--- src/hdl/vbh_pkg.sv ---
// shared widths, pipeline depths and the arctangent table of the vertex heading core
package vbh_pkg;

    localparam int CoordW   = 24;
    localparam int DiffW    = CoordW + 1;
    localparam int SqW      = 2 * DiffW - 1;
    localparam int RadW     = 64;
    localparam int RootW    = 32;
    localparam int NumW     = 48;
    localparam int QuoW     = 18;
    localparam int UnitW    = 18;
    localparam int SumW     = UnitW + 1;
    localparam int CordW    = 29;
    localparam int AccW     = 32;
    localparam int AngleW   = 16;

    localparam int CORDIC_STAGES = 16;
    localparam int CordicN   = (CORDIC_STAGES > 24) ? 24 : CORDIC_STAGES;
    localparam int SqrtSteps = RootW;
    localparam int DivSteps  = QuoW;
    localparam int LaneLat   = 2 + SqrtSteps + 1 + DivSteps + 1;

    localparam logic [QuoW-1:0] UnitOne  = QuoW'(65536);
    localparam logic [AccW-1:0] HalfTurn = 32'h8000_0000;
    localparam logic [AccW-1:0] RoundAdd = 32'h0000_8000;

    // sign and zero flags of one difference vector
    typedef struct packed {
        logic neg_x;
        logic neg_z;
        logic zero;
    } vbh_flags_t;

    function automatic logic [AccW-1:0] atan_entry(input int idx);
        logic [AccW-1:0] val;
        case (idx)
            0:  val = 32'h20000000;
            1:  val = 32'h12E4051E;
            2:  val = 32'h09FB385B;
            3:  val = 32'h051111D4;
            4:  val = 32'h028B0D43;
            5:  val = 32'h0145D7E1;
            6:  val = 32'h00A2F61E;
            7:  val = 32'h00517C55;
            8:  val = 32'h0028BE53;
            9:  val = 32'h00145F2F;
            10: val = 32'h000A2F98;
            11: val = 32'h000517CC;
            12: val = 32'h00028BE6;
            13: val = 32'h000145F3;
            14: val = 32'h0000A2FA;
            15: val = 32'h0000517D;
            16: val = 32'h000028BE;
            17: val = 32'h0000145F;
            18: val = 32'h00000A30;
            19: val = 32'h00000518;
            20: val = 32'h0000028C;
            21: val = 32'h00000146;
            22: val = 32'h000000A3;
            23: val = 32'h00000051;
            default: val = '0;
        endcase
        return val;
    endfunction

endpackage

--- src/hdl/vbh_cordic.sv ---
// vector sum and pipelined vectoring cordic giving a 32-bit heading
module vbh_cordic
    import vbh_pkg::*;
(
    input  logic                    aclk,
    input  logic                    aresetn,
    input  logic                    en,
    input  logic                    in_valid,
    input  logic signed [UnitW-1:0] ax,
    input  logic signed [UnitW-1:0] az,
    input  logic signed [UnitW-1:0] bx,
    input  logic signed [UnitW-1:0] bz,
    output logic                    out_valid,
    output logic                    out_zero,
    output logic [AccW-1:0]         out_acc
);

    logic signed [SumW-1:0]  sx, sz;
    logic signed [CordW-1:0] x0, z0;

    assign sx = SumW'(ax) + SumW'(bx);
    assign sz = SumW'(az) + SumW'(bz);
    assign x0 = CordW'(sx) <<< 8;
    assign z0 = CordW'(sz) <<< 8;

    logic                    c_valid_reg [0:CordicN];
    logic                    c_zero_reg  [0:CordicN];
    logic signed [CordW-1:0] c_x_reg     [0:CordicN];
    logic signed [CordW-1:0] c_z_reg     [0:CordicN];
    logic [AccW-1:0]         c_acc_reg   [0:CordicN];

    // half turn first when z is negative
    always_ff @(posedge aclk) begin
        if (!aresetn) begin
            c_valid_reg[0] <= 1'b0;
        end else if (en) begin
            c_valid_reg[0] <= in_valid;
        end
        if (en) begin
            c_zero_reg[0] <= (sx == '0) && (sz == '0);
            if (sz < 0) begin
                c_x_reg[0]   <= -x0;
                c_z_reg[0]   <= -z0;
                c_acc_reg[0] <= HalfTurn;
            end else begin
                c_x_reg[0]   <= x0;
                c_z_reg[0]   <= z0;
                c_acc_reg[0] <= '0;
            end
        end
    end

    for (genvar i = 0; i < CordicN; i++) begin : g_rot
        localparam logic [AccW-1:0] Ang = atan_entry(i);
        logic signed [CordW-1:0] shx, shz;
        assign shx = c_x_reg[i] >>> i;
        assign shz = c_z_reg[i] >>> i;
        always_ff @(posedge aclk) begin
            if (!aresetn) begin
                c_valid_reg[i+1] <= 1'b0;
            end else if (en) begin
                c_valid_reg[i+1] <= c_valid_reg[i];
            end
            if (en) begin
                c_zero_reg[i+1] <= c_zero_reg[i];
                if (c_x_reg[i] > 0) begin
                    c_z_reg[i+1]   <= c_z_reg[i] + shx;
                    c_x_reg[i+1]   <= c_x_reg[i] - shz;
                    c_acc_reg[i+1] <= c_acc_reg[i] + Ang;
                end else begin
                    c_z_reg[i+1]   <= c_z_reg[i] - shx;
                    c_x_reg[i+1]   <= c_x_reg[i] + shz;
                    c_acc_reg[i+1] <= c_acc_reg[i] - Ang;
                end
            end
        end
    end

    assign out_valid = c_valid_reg[CordicN];
    assign out_zero  = c_zero_reg[CordicN];
    assign out_acc   = c_acc_reg[CordicN];

endmodule
--- config.mk ---
export PLATFORM = sky130hd
export DESIGN_NAME = vbh_cordic
export DESIGN_NICKNAME = d
export VERILOG_FILES = /design/src/hdl/vbh_pkg.sv /design/src/hdl/vbh_cordic.sv
export SDC_FILE = /design/constraint.sdc
export NUM_CORES = 2
export LEC_CHECK = 0
export ABC_CLOCK_PERIOD_IN_PS = 5700
export BUFFER_PORTS_ARGS = -buffer_cell sky130_fd_sc_hd__buf_2
export CAP_MARGIN = 0
export CORE_MARGIN = 3
export CORE_UTILIZATION = 35
export CTS_CLUSTER_SIZE = 40
export DETAILED_ROUTE_END_ITERATION = 6
export PLACE_DENSITY = 0.53
export SKIP_CTS_REPAIR_TIMING = 1
export SYNTH_ARGS = -nofsm -noshare
export SYNTH_HDL_FRONTEND = slang
export SYNTH_SLANG_ARGS = --single-unit
--- constraint.sdc ---
create_clock -name aclk -period 5.7 [get_ports aclk]
set_clock_uncertainty 0.2 [all_clocks]
set_input_delay 0.285 -clock aclk [delete_from_list [all_inputs] [get_ports aclk]]
set_output_delay 0.285 -clock aclk [all_outputs]
set_load 0.02 [all_outputs]
==> flow_summary.ini <==
[outcome]
status = finished, violations left
violations = negative hold slack, negative setup slack

[worst_setup_path]
worstPathRequired_ns = 6.07
r2r-start = c_x_reg[6][18]
worst-setup-path-type = flip-flop to flip-flop
reg2reg_depth = 23
critPathArrivalTime_ns = 6.50
path_max_fanout = 4
r2r_setup_slack_ns = -0.42
r2r_end = c_z_reg[7][28]
worst_setup_path_end_kind = flip-flop
start_kind = flip-flop

[placed_design]
post-dp-hpwl_um = 255000
post-place-ws_ns = -0.657
dp_cells = 16400
port_buffers = 108
gp_congestion = 0.919

[yosys]
synthesis.nets = 12800
synth-edff-count = 1294
synth_area_mm2 = 0.109
yosysTopAreaCell = edfxtp_1
async_reset_ff_share_pct = 0
synth_common_cells = edfxtp_1 (1294), ha_1 (1241), xnor2_1 (1091)
synth_warnings = 0
avgSynthCellArea_um2 = 9.52
synth_area_leaders = edfxtp_1 (36%), ha_1 (14%), xnor2_1 (8.8%), a21oi_1 (4.5%), xor2_1 (3.7%)
ys_seq_area_share_pct = 35.7
synth.ff_latch_count = 1295
synth_cell_type_count = 91
synth_top_area_share_pct = 35.7
synth_cells = 11400
synth.most_common_cell = edfxtp_1
synth_ff_type = edfxtp_1

[clock_network]
cts_made_buffers = 170
cts_root_buffer = clkbuf_16
worstSkewPairLatency_ns = 0.87
htree_levels = 4
cts_tree = built
path_clk_slew_ns = 0.06
cts_sinks = 1295
cts_buffer_depth = 4

[sta]
hold_viol_final = 11
setup_viol = 26
fmax_mhz = 163
layout_setup_ws_ns = -0.423
slew_headroom_pct = 15.3
slew_violations = 0
fin_crit_sh_pct = 107
rsz0062_at_grt = yes
fin_hold_ws_ns = -0.0411
setup_tns_ns = -5.06
tightest_slew_ns = 1.24
fin_crit_ns = 6.12

[hold_path]
hold_class = input port to flip-flop
worstHoldPathCells = 6
hold_start = az[0]
holdPathEnd = c_z_reg[0][11]

[run]
cap_violations = 0

[die]
core_mm2 = 0.309
rows = 204
dieWidth_um = 564
dieHeight_um = 564
start_util_pct = 35.2
die-area_mm2 = 0.318
io-pin-count = 110

[final_layout]
fin_nets = 13900
drive_above_1_share_pct = 13.2
largest_reg_flops = 440
finish.utilization_pct = 41.6
syn_to_final_growth_pct = 18.2
fin_cells = 16800

[detailed_routing]
vias = 90100
drtIter0Drc = 5435
drc_errors = 0
wl_per_cell_um = 18.9
wl_um = 317000
dr.pass1.iters = 6
vias_per_cell = 5.37
ant_nets = 0

[global_route]
grt_usage_pct = 19.1
grt_max_degree = 171
grt_pass1_wl_um = 492000
grt_pass1_vias = 88500
grt_overflow_total = 0
antenna_found_initial = 6
## cells by family after synthesis
group,synth area share [%]
AND/OR/NAND/NOR,14.2
other,0.00344
XOR/XNOR,12.5
buffers and inverters,2.63
multiplexers,0.421
flip-flops,35.7
adder cells (fa/ha/maj),14.9
AO/OA/AOI/OAI,19.6
## through the flow
stage / cell area [um^2] / hold slack, ns
6_report: 129000 / -0.0411
5_1_grt: 129000 / 0.000840
4_1_cts: 126000 / -0.523
3_5_place_dp: 121000 / 0.207
3_3_place_gp: 121000 / 0.205
2_1_floorplan: 109000 / 0.197
## cell usage in the layout, fill, tap and decap left out, drive strengths merged, types with 48 or more instances in the layout
| master | count |
|---|---|
| o41ai | 82 |
| a21o | 359 |
| nor4 | 120 |
| nand3 | 233 |
| ha | 1241 |
| clkinv | 83 |
| o21ai | 742 |
| or4 | 52 |
| nand2b | 172 |
| o21bai | 128 |
| o31ai | 152 |
| buf | 1076 |
| xnor2 | 1091 |
| and3 | 132 |
| a21oi | 971 |
| o211ai | 67 |
| xor2 | 460 |
| nor3 | 310 |
| nor2 | 881 |
| edfxtp | 1294 |
| a211oi | 123 |
| nand4 | 72 |
| a211o | 48 |
| inv | 558 |
| or3 | 135 |
| o21a | 187 |
| nand2 | 713 |
| clkbuf | 195 |
| and2 | 61 |
| nor2b | 147 |
| a31oi | 116 |
## worst max path at each step
| stage | cells past startpoint | end | slack [ns] | start |
|---|---|---|---|---|
| global placement | 22 | c_x_reg[7][25] | -0.70 | c_x_reg[6][18] |
| floorplan | 22 | c_z_reg[7][28] | -0.21 | c_x_reg[6][18] |
| detailed placement | 22 | c_acc_reg[7][31] | -0.66 | c_x_reg[6][18] |
| finish | 23 | c_z_reg[7][28] | -0.42 | c_x_reg[6][18] |
| CTS | 22 | c_x_reg[7][28] | -0.66 | c_x_reg[6][18] |
| global route | 23 | c_z_reg[7][28] | -0.65 | c_x_reg[6][18] |
## area by class of cell
cell class              count  area (um^2)
diodes                      1         2.50
clock buffers             195         4400
clock inverters           109         1030
fillers                 30200       181000
inverters                 557         2100
multi-input cells        9392        68700
flip-flops and latches   1295        38900
well taps                4120         5150
repair buffers           1113         8470
repair inverters            1         11.3
## routing by layer
metal / global-route usage, % / wire length (um) / vias up
met3: 1.68 / 10200 / 426
met1: 23.7 / 137000 / 43200
met4: 5.76 / 10000 / 4
met5: 0 / 27 / -
li1: - / - / 44900
met2: 35.0 / 160000 / 1659
## critical path, stage by stage, from the launching register on
cell and delay, ns:
edfxtp_1 0.39, or4_4 0.58, or3_4 0.35, or3_4 0.35, or3_4 0.34, or4_4 0.46, nor4_4 0.22, o21ai_4 0.14
buf_6 0.17, inv_8 0.06, buf_6 0.11, a31oi_4 0.04, xnor2_2 0.15, ha_1 0.33, a21oi_1 0.18, nor3b_2 0.33
a211oi_4 0.12, nor3_2 0.21, o31ai_1 0.10, buf_4 0.15, a2111o_1 0.42, a31o_2 0.25, a21oi_2 0.14, xnor2_1 0.07
Power is left out: the tool's default activity adds up to more than one toggle a clock period on the data nets, which glitch-free logic cannot reach.
